`config.mk`:
```
export PLATFORM = sky130hd
export DESIGN_NAME = prime_sieve_bitmap_top_flat
export DESIGN_NICKNAME = d
export VERILOG_FILES = /design/src/hdl/psb_pkg.sv /design/src/hdl/psb_in_if.sv /design/src/hdl/psb_out_if.sv /design/src/hdl/prime_sieve_bitmap_top.sv /design/src/hdl/psb_ram.sv /design/src/hdl/psb_row_unit.sv /design/src/flat_wrapper.sv
export SDC_FILE = /design/constraint.sdc
export NUM_CORES = 2
export LEC_CHECK = 0
export BUFFER_PORTS_ARGS = -buffer_cell sky130_fd_sc_hd__buf_2
export CAP_MARGIN = 15
export CORE_MARGIN = 2
export CORE_UTILIZATION = 45
export DETAILED_ROUTE_END_ITERATION = 10
export PLACE_DENSITY = 0.65
export SYNTH_ARGS = -nofsm -noshare
export SYNTH_HDL_FRONTEND = slang
export SYNTH_SLANG_ARGS = --single-unit
```
`constraint.sdc`:
```
create_clock -name i_clk -period 12.6 [get_ports i_clk]
set_input_delay 2.52 -clock i_clk [delete_from_list [all_inputs] [get_ports i_clk]]
set_output_delay 2.52 -clock i_clk [all_outputs]
set_load 0.03 [all_outputs]
```
`src/hdl/psb_pkg.sv`:
```
// Package for the prime sieve bitmap: shared constants, mode codes,
// sequencer states, the structs passed between the row unit and the sequencer and the response struct.
// Depends on nothing.
package psb_pkg;

    localparam int MODE_W  = 2;
    localparam int VAL_W   = 10;
    localparam int LIMIT_W = 20;

    // The bitmap is held as rows of sixteen flags.
    localparam int ROW_W = 16;
    localparam int BIT_W = 4;

    // Divisor and divisor square widths: m*m <= limit keeps m below 2**(LIMIT_W/2).
    localparam int M_W   = LIMIT_W / 2 + 1;
    localparam int SQ_W  = LIMIT_W + 1;
    localparam int M_MAX = 1 << (M_W - 1);

    localparam logic [MODE_W-1:0] MODE_INSERT = 2'd0;
    localparam logic [MODE_W-1:0] MODE_SIEVE  = 2'd1;
    localparam logic [MODE_W-1:0] MODE_QUERY  = 2'd2;

    typedef logic [VAL_W-1:0] t_val;

    typedef enum logic [2:0] {
        ST_CLEAR,
        ST_IDLE,
        ST_FIRST,
        ST_SCAN,
        ST_SV_RD,
        ST_SV_WR,
        ST_DONE
    } t_state;

    typedef enum logic [1:0] {
        ROP_SCAN,
        ROP_SET,
        ROP_CLR
    } t_row_op;

    typedef struct packed {
        t_row_op          op;
        logic [BIT_W-1:0] bit_idx;
    } t_row_ctl;

    typedef struct packed {
        logic [ROW_W-1:0] row;
        logic             bit_val;
        logic             hit;
        logic [BIT_W-1:0] idx;
    } t_row_res;

    typedef struct packed {
        logic member;
        logic found;
        t_val next_member;
    } t_rsp;

endpackage

```
`src/hdl/psb_in_if.sv`:
```
// Request channel of the prime sieve bitmap: valid, ready and one request beat.
// Depends on psb_pkg.
interface psb_in_if;
    logic                        valid;
    logic                        ready;
    logic [psb_pkg::MODE_W-1:0]  mode;
    logic [psb_pkg::VAL_W-1:0]   value;
    logic [psb_pkg::LIMIT_W-1:0] limit;

    modport source (output valid, output mode, output value, output limit, input ready);
    modport sink   (input valid, input mode, input value, input limit, output ready);
endinterface

```
`src/hdl/psb_out_if.sv`:
```
// Response channel of the prime sieve bitmap: valid, ready and one response beat.
// Depends on psb_pkg.
interface psb_out_if;
    logic                      valid;
    logic                      ready;
    logic                      member;
    logic                      found;
    logic [psb_pkg::VAL_W-1:0] next_member;

    modport source (output valid, output member, output found, output next_member,
                    input ready);
    modport sink   (input valid, input member, input found, input next_member,
                    output ready);
endinterface

```
`src/hdl/prime_sieve_bitmap_top.sv`:
```
// Top level of the prime sieve bitmap: sequencer, bitmap RAM and shared row unit.
// Depends on psb_pkg, psb_in_if, psb_out_if, psb_ram and psb_row_unit.
//
//   Channel  Dir  Beat contents                 Handshake
//   i_req    in   mode, value, limit            valid/ready
//   o_rsp    out  member, found, next_member    valid/ready
//
// An insert or query reads the row of its value, then one further bitmap row of
// sixteen values at a time to find the next member; the single RAM read port sets this.
// A sieve run reads, then writes back, the row of each multiple struck.
// After reset a clearing pass writes ceil(MAX_VALUE/16) rows, one per cycle, before
// the first request beat is taken. One request is worked on at a time; a finished
// response waits in the output register while the next request is taken.
module prime_sieve_bitmap_top #(
    parameter int MAX_VALUE = 1024
) (
    input  logic      i_clk,
    input  logic      i_rst_n,
    psb_in_if.sink    i_req,
    psb_out_if.source o_rsp
);
    localparam int ROWS = (MAX_VALUE + psb_pkg::ROW_W - 1) / psb_pkg::ROW_W;
    localparam int AW   = (ROWS > 1) ? $clog2(ROWS) : 1;
    localparam int XW   = $clog2(MAX_VALUE + 2 * psb_pkg::M_MAX + 1);
    localparam logic [AW-1:0] LAST_ROW = AW'(ROWS - 1);

    psb_pkg::t_state            r_state, n_state;
    logic [AW-1:0]              r_row, n_row;
    logic [psb_pkg::MODE_W-1:0] r_mode, n_mode;
    psb_pkg::t_val              r_value, n_value;
    logic [psb_pkg::LIMIT_W-1:0] r_lim, n_lim;
    logic [psb_pkg::M_W-1:0]    r_m, n_m;
    logic [psb_pkg::SQ_W-1:0]   r_sq, n_sq;
    logic [XW-1:0]              r_x, n_x;
    psb_pkg::t_rsp              r_pend, n_pend;
    psb_pkg::t_rsp              r_out, n_out;
    logic                       r_out_valid, n_out_valid;

    logic                       ram_we;
    logic [AW-1:0]              ram_waddr;
    logic [psb_pkg::ROW_W-1:0]  ram_wdata;
    logic [AW-1:0]              ram_raddr;
    logic [psb_pkg::ROW_W-1:0]  ram_rdata;
    psb_pkg::t_row_ctl          row_ctl;
    psb_pkg::t_row_res          row_res;

    logic                       in_accept;
    logic [AW-1:0]              x_row;
    logic [XW-1:0]              nx;
    logic [psb_pkg::M_W-1:0]    m_nxt;
    logic [psb_pkg::SQ_W-1:0]   sq_nxt;

    psb_ram #(
        .WIDTH (psb_pkg::ROW_W),
        .DEPTH (ROWS)
    ) u_ram (
        .i_clk   (i_clk),
        .i_we    (ram_we),
        .i_waddr (ram_waddr),
        .i_wdata (ram_wdata),
        .i_raddr (ram_raddr),
        .o_rdata (ram_rdata)
    );

    psb_row_unit u_row_unit (
        .i_row (ram_rdata),
        .i_ctl (row_ctl),
        .o_res (row_res)
    );

    assign i_req.ready       = (r_state == psb_pkg::ST_IDLE);
    assign in_accept         = i_req.valid && i_req.ready;
    assign o_rsp.valid       = r_out_valid;
    assign o_rsp.member      = r_out.member;
    assign o_rsp.found       = r_out.found;
    assign o_rsp.next_member = r_out.next_member;

    assign x_row  = AW'(r_x >> psb_pkg::BIT_W);
    assign nx     = (r_x == '0) ? XW'({r_m, 1'b0}) : r_x + XW'(r_m);
    assign m_nxt  = r_m + psb_pkg::M_W'(1);
    assign sq_nxt = r_sq + psb_pkg::SQ_W'({r_m, 1'b0}) + psb_pkg::SQ_W'(1);

    always_ff @(posedge i_clk) begin
        if (!i_rst_n) begin
            r_state     <= psb_pkg::ST_CLEAR;
            r_row       <= '0;
            r_out_valid <= 1'b0;
        end else begin
            r_state     <= n_state;
            r_row       <= n_row;
            r_out_valid <= n_out_valid;
        end
        r_mode  <= n_mode;
        r_value <= n_value;
        r_lim   <= n_lim;
        r_m     <= n_m;
        r_sq    <= n_sq;
        r_x     <= n_x;
        r_pend  <= n_pend;
        r_out   <= n_out;
    end

    always_comb begin
        n_state         = r_state;
        n_row           = r_row;
        n_mode          = r_mode;
        n_value         = r_value;
        n_lim           = r_lim;
        n_m             = r_m;
        n_sq            = r_sq;
        n_x             = r_x;
        n_pend          = r_pend;
        n_out           = r_out;
        n_out_valid     = r_out_valid && !o_rsp.ready;
        ram_we          = 1'b0;
        ram_waddr       = r_row;
        ram_wdata       = row_res.row;
        ram_raddr       = r_row;
        row_ctl.op      = psb_pkg::ROP_SCAN;
        row_ctl.bit_idx = '0;

        case (r_state)
            psb_pkg::ST_CLEAR: begin
                ram_we    = 1'b1;
                ram_wdata = '0;
                if (r_row == LAST_ROW) begin
                    n_row   = '0;
                    n_state = psb_pkg::ST_IDLE;
                end else begin
                    n_row = r_row + AW'(1);
                end
            end
            psb_pkg::ST_IDLE: begin
                if (in_accept) begin
                    n_mode  = i_req.mode;
                    n_value = i_req.value;
                    n_lim   = i_req.limit;
                    n_pend  = '0;
                    n_state = psb_pkg::ST_DONE;
                    if (i_req.mode inside {psb_pkg::MODE_INSERT, psb_pkg::MODE_QUERY}) begin
                        if (32'(i_req.value) < MAX_VALUE) begin
                            n_row     = AW'(i_req.value >> psb_pkg::BIT_W);
                            ram_raddr = AW'(i_req.value >> psb_pkg::BIT_W);
                            n_state   = psb_pkg::ST_FIRST;
                        end
                    end else if (i_req.mode == psb_pkg::MODE_SIEVE) begin
                        if (i_req.limit >= psb_pkg::LIMIT_W'(4)) begin
                            n_m     = psb_pkg::M_W'(2);
                            n_sq    = psb_pkg::SQ_W'(4);
                            n_x     = '0;
                            n_state = psb_pkg::ST_SV_RD;
                        end
                    end
                end
            end
            psb_pkg::ST_FIRST, psb_pkg::ST_SCAN: begin
                if (r_state == psb_pkg::ST_FIRST) begin
                    row_ctl.bit_idx = r_value[psb_pkg::BIT_W-1:0];
                    n_pend.member   = row_res.bit_val;
                    if (r_mode == psb_pkg::MODE_INSERT) begin
                        row_ctl.op = psb_pkg::ROP_SET;
                        ram_we     = 1'b1;
                    end
                end
                if (row_res.hit) begin
                    n_pend.found       = 1'b1;
                    n_pend.next_member = psb_pkg::t_val'({r_row, row_res.idx});
                    n_state            = psb_pkg::ST_DONE;
                end else if (r_row == LAST_ROW) begin
                    n_state = psb_pkg::ST_DONE;
                end else begin
                    n_row     = r_row + AW'(1);
                    ram_raddr = r_row + AW'(1);
                    n_state   = psb_pkg::ST_SCAN;
                end
            end
            psb_pkg::ST_SV_RD: begin
                ram_raddr = x_row;
                n_state   = psb_pkg::ST_SV_WR;
            end
            psb_pkg::ST_SV_WR: begin
                row_ctl.op      = psb_pkg::ROP_CLR;
                row_ctl.bit_idx = r_x[psb_pkg::BIT_W-1:0];
                ram_we          = 1'b1;
                ram_waddr       = x_row;
                if (32'(nx) < MAX_VALUE) begin
                    n_x     = nx;
                    n_state = psb_pkg::ST_SV_RD;
                end else if ((sq_nxt <= psb_pkg::SQ_W'(r_lim))
                             && (32'({m_nxt, 1'b0}) < MAX_VALUE)) begin
                    n_m     = m_nxt;
                    n_sq    = sq_nxt;
                    n_x     = XW'({m_nxt, 1'b0});
                    n_state = psb_pkg::ST_SV_RD;
                end else begin
                    n_state = psb_pkg::ST_DONE;
                end
            end
            psb_pkg::ST_DONE: begin
                if (!r_out_valid || o_rsp.ready) begin
                    n_out       = r_pend;
                    n_out_valid = 1'b1;
                    n_state     = psb_pkg::ST_IDLE;
                end
            end
            default: begin
                n_state = psb_pkg::ST_IDLE;
            end
        endcase
    end

    a_no_beat_while_clearing: assert property (@(posedge i_clk) disable iff (!i_rst_n)
        (r_state == psb_pkg::ST_CLEAR) |-> !i_req.ready)
        else $error("Request beat offered while the bitmap is being cleared.");

    a_insert_sets_flag: assert property (@(posedge i_clk) disable iff (!i_rst_n)
        (r_state == psb_pkg::ST_FIRST && r_mode == psb_pkg::MODE_INSERT)
        |-> (ram_we && row_res.bit_val && row_res.hit))
        else $error("Insert did not write back a row with the flag set.");

    a_sieve_in_range: assert property (@(posedge i_clk) disable iff (!i_rst_n)
        (r_state == psb_pkg::ST_SV_WR) |-> (32'(r_x) < MAX_VALUE))
        else $error("Sieve strike beyond the bitmap.");

    a_sieve_square: assert property (@(posedge i_clk) disable iff (!i_rst_n)
        (r_state == psb_pkg::ST_SV_RD)
        |-> (r_sq == psb_pkg::SQ_W'(r_m) * psb_pkg::SQ_W'(r_m))
            && (r_sq <= psb_pkg::SQ_W'(r_lim)))
        else $error("Sieve divisor square out of step with the divisor or the limit.");

    a_sieve_result_zero: assert property (@(posedge i_clk) disable iff (!i_rst_n)
        (r_state == psb_pkg::ST_DONE && r_mode == psb_pkg::MODE_SIEVE) |-> (r_pend == '0))
        else $error("Sieve response carries a non-zero field.");
endmodule

```
`src/hdl/psb_ram.sv`:
```
// Generic single-port-write, single-port-read RAM with registered read data.
// Depends on nothing.
module psb_ram #(
    parameter int WIDTH = 16,
    parameter int DEPTH = 64
) (
    input  logic                                     i_clk,
    input  logic                                     i_we,
    input  logic [((DEPTH > 1) ? $clog2(DEPTH) : 1)-1:0] i_waddr,
    input  logic [WIDTH-1:0]                         i_wdata,
    input  logic [((DEPTH > 1) ? $clog2(DEPTH) : 1)-1:0] i_raddr,
    output logic [WIDTH-1:0]                         o_rdata
);
    logic [WIDTH-1:0] r_mem [DEPTH];
    logic [WIDTH-1:0] r_rdata;

    always_ff @(posedge i_clk) begin
        if (i_we) begin
            r_mem[i_waddr] <= i_wdata;
        end
        r_rdata <= r_mem[i_raddr];
    end

    assign o_rdata = r_rdata;
endmodule

```
`src/hdl/psb_row_unit.sv`:
```
// Shared row unit: sets, clears or passes one flag of a bitmap row and finds the
// lowest set flag at or above the selected position. Depends on psb_pkg.
module psb_row_unit (
    input  logic [psb_pkg::ROW_W-1:0] i_row,
    input  psb_pkg::t_row_ctl         i_ctl,
    output psb_pkg::t_row_res         o_res
);
    logic [psb_pkg::ROW_W-1:0] onehot;
    logic [psb_pkg::ROW_W-1:0] row;
    logic [psb_pkg::ROW_W-1:0] hits;
    logic [psb_pkg::BIT_W-1:0] idx;

    always_comb begin
        onehot = psb_pkg::ROW_W'(1) << i_ctl.bit_idx;
        case (i_ctl.op)
            psb_pkg::ROP_SET: row = i_row | onehot;
            psb_pkg::ROP_CLR: row = i_row & ~onehot;
            default:          row = i_row;
        endcase
        hits = row & ({psb_pkg::ROW_W{1'b1}} << i_ctl.bit_idx);
        idx  = '0;
        for (int k = psb_pkg::ROW_W - 1; k >= 0; k--) begin
            if (hits[k]) begin
                idx = psb_pkg::BIT_W'(k);
            end
        end
        o_res.row     = row;
        o_res.bit_val = row[i_ctl.bit_idx];
        o_res.hit     = |hits;
        o_res.idx     = idx;
    end
endmodule
```
`src/flat_wrapper.sv`:
```
// flat-port wrapper written by rule: the top's interface ports become plain ports
module prime_sieve_bitmap_top_flat 
#(
    parameter int MAX_VALUE = 1024
)
  (i_clk, i_rst_n, i_req_valid, i_req_mode, i_req_value, i_req_limit, i_req_ready, o_rsp_valid, o_rsp_member, o_rsp_found, o_rsp_next_member, o_rsp_ready);
  psb_in_if i_req_i ();
  psb_out_if o_rsp_i ();
  input  logic i_clk;
  input  logic i_rst_n;
  input wire logic [$bits(i_req_i.valid)-1:0] i_req_valid;
  input wire logic [$bits(i_req_i.mode)-1:0] i_req_mode;
  input wire logic [$bits(i_req_i.value)-1:0] i_req_value;
  input wire logic [$bits(i_req_i.limit)-1:0] i_req_limit;
  output wire logic [$bits(i_req_i.ready)-1:0] i_req_ready;
  output wire logic [$bits(o_rsp_i.valid)-1:0] o_rsp_valid;
  output wire logic [$bits(o_rsp_i.member)-1:0] o_rsp_member;
  output wire logic [$bits(o_rsp_i.found)-1:0] o_rsp_found;
  output wire logic [$bits(o_rsp_i.next_member)-1:0] o_rsp_next_member;
  input wire logic [$bits(o_rsp_i.ready)-1:0] o_rsp_ready;
  assign i_req_i.valid = i_req_valid;
  assign i_req_i.mode = i_req_mode;
  assign i_req_i.value = i_req_value;
  assign i_req_i.limit = i_req_limit;
  assign i_req_ready = i_req_i.ready;
  assign o_rsp_valid = o_rsp_i.valid;
  assign o_rsp_member = o_rsp_i.member;
  assign o_rsp_found = o_rsp_i.found;
  assign o_rsp_next_member = o_rsp_i.next_member;
  assign o_rsp_i.ready = o_rsp_ready;
  prime_sieve_bitmap_top #(.MAX_VALUE(MAX_VALUE)) u_core (.i_clk(i_clk), .i_rst_n(i_rst_n), .i_req(i_req_i), .o_rsp(o_rsp_i));
endmodule
```
## After elaboration in Yosys (flattened, before gate mapping)

Memory sizes are Yosys's and may differ from the RTL's. A register that Yosys moved wholly into a read port is not among the register bits.
Index checks and enable logic that the tools add are counted.

- Magnitude comparators: 5
- Equality and inequality tests: 22
- $add $sub $neg: 5
- Reductions and logical operators: 24
- Mux-type cells: 75
- Bitwise gates (word level): 4
- Shifts and indexed selects: 2

Operators by type and width:

| operator | count |
|---|---|
| $mux 21 | 6 |
| $mux 12 | 8 |
| $mux 11 | 7 |
| $mux 4 | 16 |
| $pmux 12 s2 | 2 |
| $pmux 21 s2 | 1 |
| $mux 6 | 6 |
| $pmux 6 s3 | 2 |
| $and 16x16->16 | 2 |
| $pmux 16 s2 | 1 |
| $lt 12x11->1 const B | 2 |
| $mux 3 | 8 |
| $pmux 11 s2 | 1 |
| $add 21x1->21 const B | 1 |
| $add 21x12->21 | 1 |
| $le 21x20->1 | 1 |
| $ge 20x3->1 const B | 1 |
| $pmux 3 s6 | 1 |
| $mux 16 | 1 |
| $not 16->16 | 1 |
| $or 16x16->16 | 1 |
| $reduce_or 16->1 | 1 |
| $shl 1x4->16 const A | 1 |
| $shl 16x4->16 const A | 1 |
| 32 further kinds | 64 |

- Bits in registers: 104
- Input port bits: 36
- Memories: 1
- Bits in writable memories: 1024

Memory list:

| name | depth | width | read ports | clocked after Yosys merged registers in | write ports | line | RTL |
|---|---|---|---|---|---|---|---|
| u_core.u_ram.r_mem | 64 | 16 | 1 | 1 | 1 | psb_ram.sv:14 | `logic [WIDTH-1:0] r_mem [DEPTH];` |

## Depth between registers and ports, before layout

- Depth after elaboration: 27
- Depth in mapped cells: 27
- Depth with buffers taken out: 24

## Cells and area by module

A second synthesis with hierarchy kept.

- Cell total of the unflattened synthesis: 2632
- Area total of the unflattened synthesis: 47584.4 um^2

Modules (own cells, without submodules):

| module | instances | cells each | sequential area each (um^2) | area each (um^2) |
|---|---|---|---|---|
| psb_ram | 1 | 1829 | 31069.8 | 40075.9 |
| prime_sieve_bitmap_top | 1 | 630 | 3022.9 | 6367.4 |
| psb_row_unit | 1 | 173 | 0.0 | 1141.1 |

## Worst setup path before layout

OpenSTA, ideal clock, no wires.

- Path kind: reg-to-reg
- Start point: register u_core.r_m[0] (netlist bit)
- End point: register u_core.r_m[0] (netlist bit) (enable)
- Cell stages (with the launch flop): 23
- Arrival time: 6.598 ns
- Required time: 12.130 ns
- Path slack: 5.532 ns
- Cells stage by stage: edfxtp_1 -> fa_1 -> a21o_1 -> a21oi_1 -> o21bai_1 -> a21oi_1 -> o21bai_1 -> a21oi_1 -> nor2b_1 -> o21ai_0 -> nor2b_1 -> xnor2_1 -> ha_1 -> a21o_1 -> a21o_1 -> a21oi_1 -> o221ai_1 -> a221o_1 -> a21o_1 -> a21o_1 -> a21oi_1 -> o211ai_1 -> a211oi_1

- Longest elaborated chain between the ends: 6
- Elaborated cells between the ends (all ways): 12
- Classes of those cells: add/sub (4); order compare (3); eq/ne (2); mux (1); reduce/logical (2)

Ends and longest elaborated chain:

| item | line | RTL |
|---|---|---|
| start: declaration | prime_sieve_bitmap_top.sv:32 | `logic [psb_pkg::M_W-1:0] r_m, n_m;` |
| start signal: assignment | prime_sieve_bitmap_top.sv:96 | `r_m <= n_m;` |
| $add 21x12->21 | prime_sieve_bitmap_top.sv:81 | `assign sq_nxt = r_sq + psb_pkg::SQ_W'({r_m, 1'b0}) + psb_pkg::SQ_W'(1);` |
| $add 21x1->21 | prime_sieve_bitmap_top.sv:81 |  |
| net u_core.sq_nxt (one bit) | prime_sieve_bitmap_top.sv:51 | `logic [psb_pkg::SQ_W-1:0] sq_nxt;` |
| $le 21x20->1 | prime_sieve_bitmap_top.sv:189 | `end else if ((sq_nxt <= psb_pkg::SQ_W'(r_lim))` |
| $logic_and 1x1->1 | prime_sieve_bitmap_top.sv:190 | `&& (32'({m_nxt, 1'b0}) < MAX_VALUE)) begin` |
| $ne 2x1->1 (no line) | -- |  |
| $reduce_and 7->1 (no line) | -- |  |

The timed path passes the listed nets, and every way through them passes these cells.
A chain may end at the register's enable or synchronous reset.

## Final worst setup path

- Start point: register u_core.r_state[1]
- End point: register u_core.u_ram.r_rdata[9] (netlist: u_core.u_ram.o_rdata[9]), read port of u_core.u_ram.r_mem

- Longest elaborated chain between the ends: 11
- Elaborated cells between the ends (all ways): 22
- Classes of those cells: eq/ne (7); shift (2); mux (6); bitwise (4); reduce/logical (3)

Ends and longest elaborated chain:

| item | line | RTL |
|---|---|---|
| start: declaration | prime_sieve_bitmap_top.sv:27 | `psb_pkg::t_state r_state, n_state;` |
| start signal: assignment | prime_sieve_bitmap_top.sv:85 | `r_state <= psb_pkg::ST_CLEAR;` |
| start signal: assignment | prime_sieve_bitmap_top.sv:89 | `r_state <= n_state;` |
| $eq 3x2->1, on equally long branches | prime_sieve_bitmap_top.sv:122, prime_sieve_bitmap_top.sv:157 |  |
| $mux 5 or $reduce_or 2->1 (tied branches) | prime_sieve_bitmap_top.sv:157, prime_sieve_bitmap_top.sv:122 |  |
| $pmux 6 s2 | prime_sieve_bitmap_top.sv:122 | `case (r_state)` |
| $shl 1x4->16 | psb_row_unit.sv:14 | `onehot = psb_pkg::ROW_W'(1) << i_ctl.bit_idx;` |
| $not 16->16 | psb_row_unit.sv:17 | `psb_pkg::ROP_CLR: row = i_row & ~onehot;` |
| $and 16x16->16 | psb_row_unit.sv:17 |  |
| $pmux 16 s2 | psb_row_unit.sv:15 | `case (i_ctl.op)` |
| $and 16x16->16 | psb_row_unit.sv:20 | `hits = row & ({psb_pkg::ROW_W{1'b1}} << i_ctl.bit_idx);` |
| $reduce_or 16->1 | psb_row_unit.sv:29 | `o_res.hit = \|hits;` |
| $mux 6 | prime_sieve_bitmap_top.sv:165 | `if (row_res.hit) begin` |
| $pmux 6 s3 (*) | prime_sieve_bitmap_top.sv:122 |  |
| end: declaration | psb_ram.sv:15 | `logic [WIDTH-1:0] r_rdata;` |

Every way passes the cells marked *; elsewhere a longest branch is shown, timed or not.

==> out/metrics.csv <==
stage,metric,value,unit
run_status,outcome,"finished, final reports clean",
clock_network,Longest Clk Path Bufs,3,
global_route,largest net degree at the start of global routing,144,
finish,"commonest non-fill, non-tap cell in the layout",edfxtp_1,
timing,max-slew violation count,0,
timing,Slew headroom,22.0,%
timing,worst-margin pin slew,1.16,ns
detailed_routing,Initial DRT Pass Iterations,6,
synthesis,"FFs w/ async S/R, synth",0,%
clock_network,clk slew on worst S/H paths,0.06,ns
synthesis,mux cell area share after synthesis,8.23,%
synthesis,Post-Synth Adder-Cell Area,1.30,%
timing,Fin Setup TNS,0,ns
finish,sequential cell area,34100,µm²
global_route,initial antenna violation count,3,
clock_network,Num CTS Buffers,115,
detailed_routing,drt wl/cell,25.9,µm
job,maxcap violations,0,
timing,fin worst setup slack,4.22,ns
timing,hold_ws,0.418,ns
clock_network,TritonCTS clock tree,yes,
finish,Nets,3568,
floorplan,Initial Util,45.2,%
setup_path,Max stage delay on crit path,0.95,ns
global_route,total gr overflow,0,
power_and_ir_drop,Peak supply drop,0.000104,V
timing,min Tclk post-route,8.38,ns
synthesis,Synth area leaders,"edfxtp_1 (70%), mux2i_1 (8.2%), nand2_1 (3.9%)",
finish,Fillers,8873,
synthesis,Mapped Cells,3392,
timing,fmax,119,MHz
detailed_routing,Routed Antenna Nets,0,
synthesis,syn_nets,3477,
synthesis,register bit total from synthesis,1144,
finish,Multi-input gate area,13300,µm²
setup_path,"Max stage delay cell, worst path",a311oi_1,
setup_path,CP Cell Sequence,nand2b_1 > nor4_1 > ha_1 > nor2_2 > a21oi_1 > a22oi_2 > nand4_1 > o21ai_0 > a21o_4 > buf_12 > mux2i_1 > o22ai_1 > a311oi_1 > a22oi_1 > o2111a_1,
detailed_routing,drc violations,0,
setup_path,startpoint types,register,
synthesis,top_reg_cell synth,edfxtp_1,
synthesis,synthesized cell area,48200,µm²
synthesis,leading area contributor after synthesis,edfxtp_1,
synthesis,Synth Area in Compound Gates,8.12,%
setup_path,Worst Path Arrival,8.98,ns
finish,fraction of layout cells with a size suffix above 1,11.0,%
setup_path,R2R setup slack,4.22,ns
synthesis,Synth Area in Simple Gates,8.91,%
synthesis,Synth Area in XOR/XNOR,0.509,%
global_route,Overall Global Routing Usage,23.0,%
synthesis,Syn Area/Cell,14.2,µm²
setup_path,Crit Path Max Fanout,143,
worst_hold_path,Cells on Worst Hold Path,0,
detailed_routing,vias,29700,
global_route,vias in the first global route,27700,
clock_network,# clock sinks,1144,
place,port buffer count,49,
place,Detail Placement HPWL,77800,µm
floorplan,Die H,331,µm
power_and_ir_drop,power density cells,146,nW/µm²
detailed_routing,starting DRC count in detailed routing,3510,
synthesis,"EDFF count, synth",1118,
floorplan,Total Die Area,110000,µm²
floorplan,Die X,331,µm
setup_path,CP endpoint kind,register,
floorplan,# IOs,50,
worst_hold_path,HP Class,register to register,
timing,final-report hold violation count,0,
synthesis,"Seq/Total Area, Yosys",70.7,%
floorplan,FP Rows,120,
synthesis,main combinational cell family by area after synthesis,simple AND/OR/NAND/NOR gates,
place,Final GP Congestion,0.891,
setup_path,required time worst endpoint,13.20,ns
setup_path,Reg2Reg Depth,15,
timing,final setup violation count,0,
floorplan,core area,107000,µm²
finish,Layout area overhead,12.3,%
place,"worst slack, placed",4.45,ns
synthesis,Ys Warns,0,
clock_network,Post-CTS Resized,0,
synthesis,Netlist cell types,82,
clock_network,hold buffers post-CTS,0,
timing,Clock Skews,0.0444,ns
setup_path,Worst Setup Path Type,register to register,
timing,RSZ-0062 raised after global routing,no,
detailed_routing,routed wire length,129000,µm
global_route,first-pass GRT wire length,188000,µm
clock_network,H-tree depth,3,
synthesis,Synth top area share,69.6,%
clock_network,Skew-Pair Late Insertion Delay,0.74,ns
timing,fin crit share,66.5,%
finish,"commonest non-fill, non-tap cells in the layout","edfxtp_1 (1118), nand2_1 (494), mux2i_1 (394)",
clock_network,root buffer cell,clkbuf_16,
power_and_ir_drop,Leak,19.3,nW
detailed_routing,via density per instance,5.94,
power_and_ir_drop,Total Power,7.91,mW
clock_network,post-CTS setup buffers,0,
[cell usage after synthesis (7+ instances only)]
cell,number
o211ai_1,7
o21ai_0,67
a211o_1,16
nor2b_1,18
nor2_1,139
a22oi_1,34
nand3_1,143
a211oi_1,23
and2_1,24
edfxtp_1,1118
o41ai_1,15
xnor2_1,22
o2111ai_1,16
or2_2,7
o31ai_1,9
nand2b_1,8
mux2i_1,394
and3_1,8
a21o_1,20
a21boi_0,10
nand2_1,498
o22ai_1,79
or3_1,13
or4_1,16
a21oi_1,165
nor4_1,28
buf_2,68
buf_6,7
buf_1,23
nand4_1,9
a311oi_1,35
o2111a_1,15
clkbuf_1,95
ha_1,47
dfxtp_1,26
inv_1,45
a41oi_1,14
o21bai_1,8
nor3_1,18
[layer usage]
layer	part of all wire (%)	track usage (%)	routed length [µm]	up-vias
met4	3.8	9.04	4950	0
met3	8.4	3.69	10900	209
li1	-	-	-	13200
met1	41	32.3	53500	15000
met5	0	0	0	-
met2	46	36.0	60100	1264
[worst paths after layout]
kind,from,endpoint
worst max-delay path,u_core.r_state[1]$_SDFFE_PN0P_,u_core.u_ram.o_rdata[9]$_DFF_P_
worst min-delay path,u_core.r_pend[8]$_SDFFCE_PP0P_,u_core.o_rsp.next_member[8]$_DFFE_PP_
worst max register to register,u_core.r_state[1]$_SDFFE_PN0P_,u_core.u_ram.o_rdata[9]$_DFF_P_
worst min register to register,u_core.r_pend[8]$_SDFFCE_PP0P_,u_core.o_rsp.next_member[8]$_DFFE_PP_
[through the flow]
stage / instance area, µm² / utilization (%) / std cells
floorplan: 48200 / - / 3392
global placement: 50500 / 47.4 / 4769
detailed placement: 50500 / 47.4 / 4769
CTS: 54100 / 50.8 / 4988
global route: 54100 / 50.8 / 4988
finish: 54100 / 50.8 / 4989
[cells by family after synthesis]
group | Yosys count
adder cells (fa/ha/maj) | 49
buffers and inverters | 243
XOR/XNOR | 28
multiplexers | 396
AO/OA/AOI/OAI | 577
flip-flops | 1144
AND/OR/NAND/NOR | 955
[critical path, delay by kind of cell, from the launching register on]
family,cells,cell delay [ns]
buffers and inverters,1,0.62
DFF,1,0.74
adders and majority gates,1,0.44
AOI/OAI and AO/OA,8,3.58
muxes,1,0.27
and+or+nand+nor,4,2.26
[registers in the layout (all words and copies together) (netlist names), 10 cells and up]
name,cells
u_core.o_rsp.next_member,10
u_core.r_lim,20
u_core.r_m,11
u_core.r_pend,12
u_core.r_sq,21
u_core.r_x,12
u_core.u_ram.o_rdata,16
u_core.u_ram.r_mem,1024
[final cells by class]
type | count | area share [%]
diodes | 1 | 0.00462
clock buffers | 136 | 5.50
clock inverters | 83 | 1.17
inverters | 48 | 0.338
multi-input cells | 2005 | 24.5
flip-flops and latches | 1144 | 63.0
well taps | 1403 | 3.24
repair buffers | 169 | 2.21
[power by group]
part           total [mW]  switching (mW)  internal [mW]  leakage [nW]
logic               0.465           0.307          0.158          7.80
clock network        3.28            1.46           1.82          1.78
registers            4.17          0.0246           4.15          9.68
Note: power is estimated with default switching activity, not from simulation.
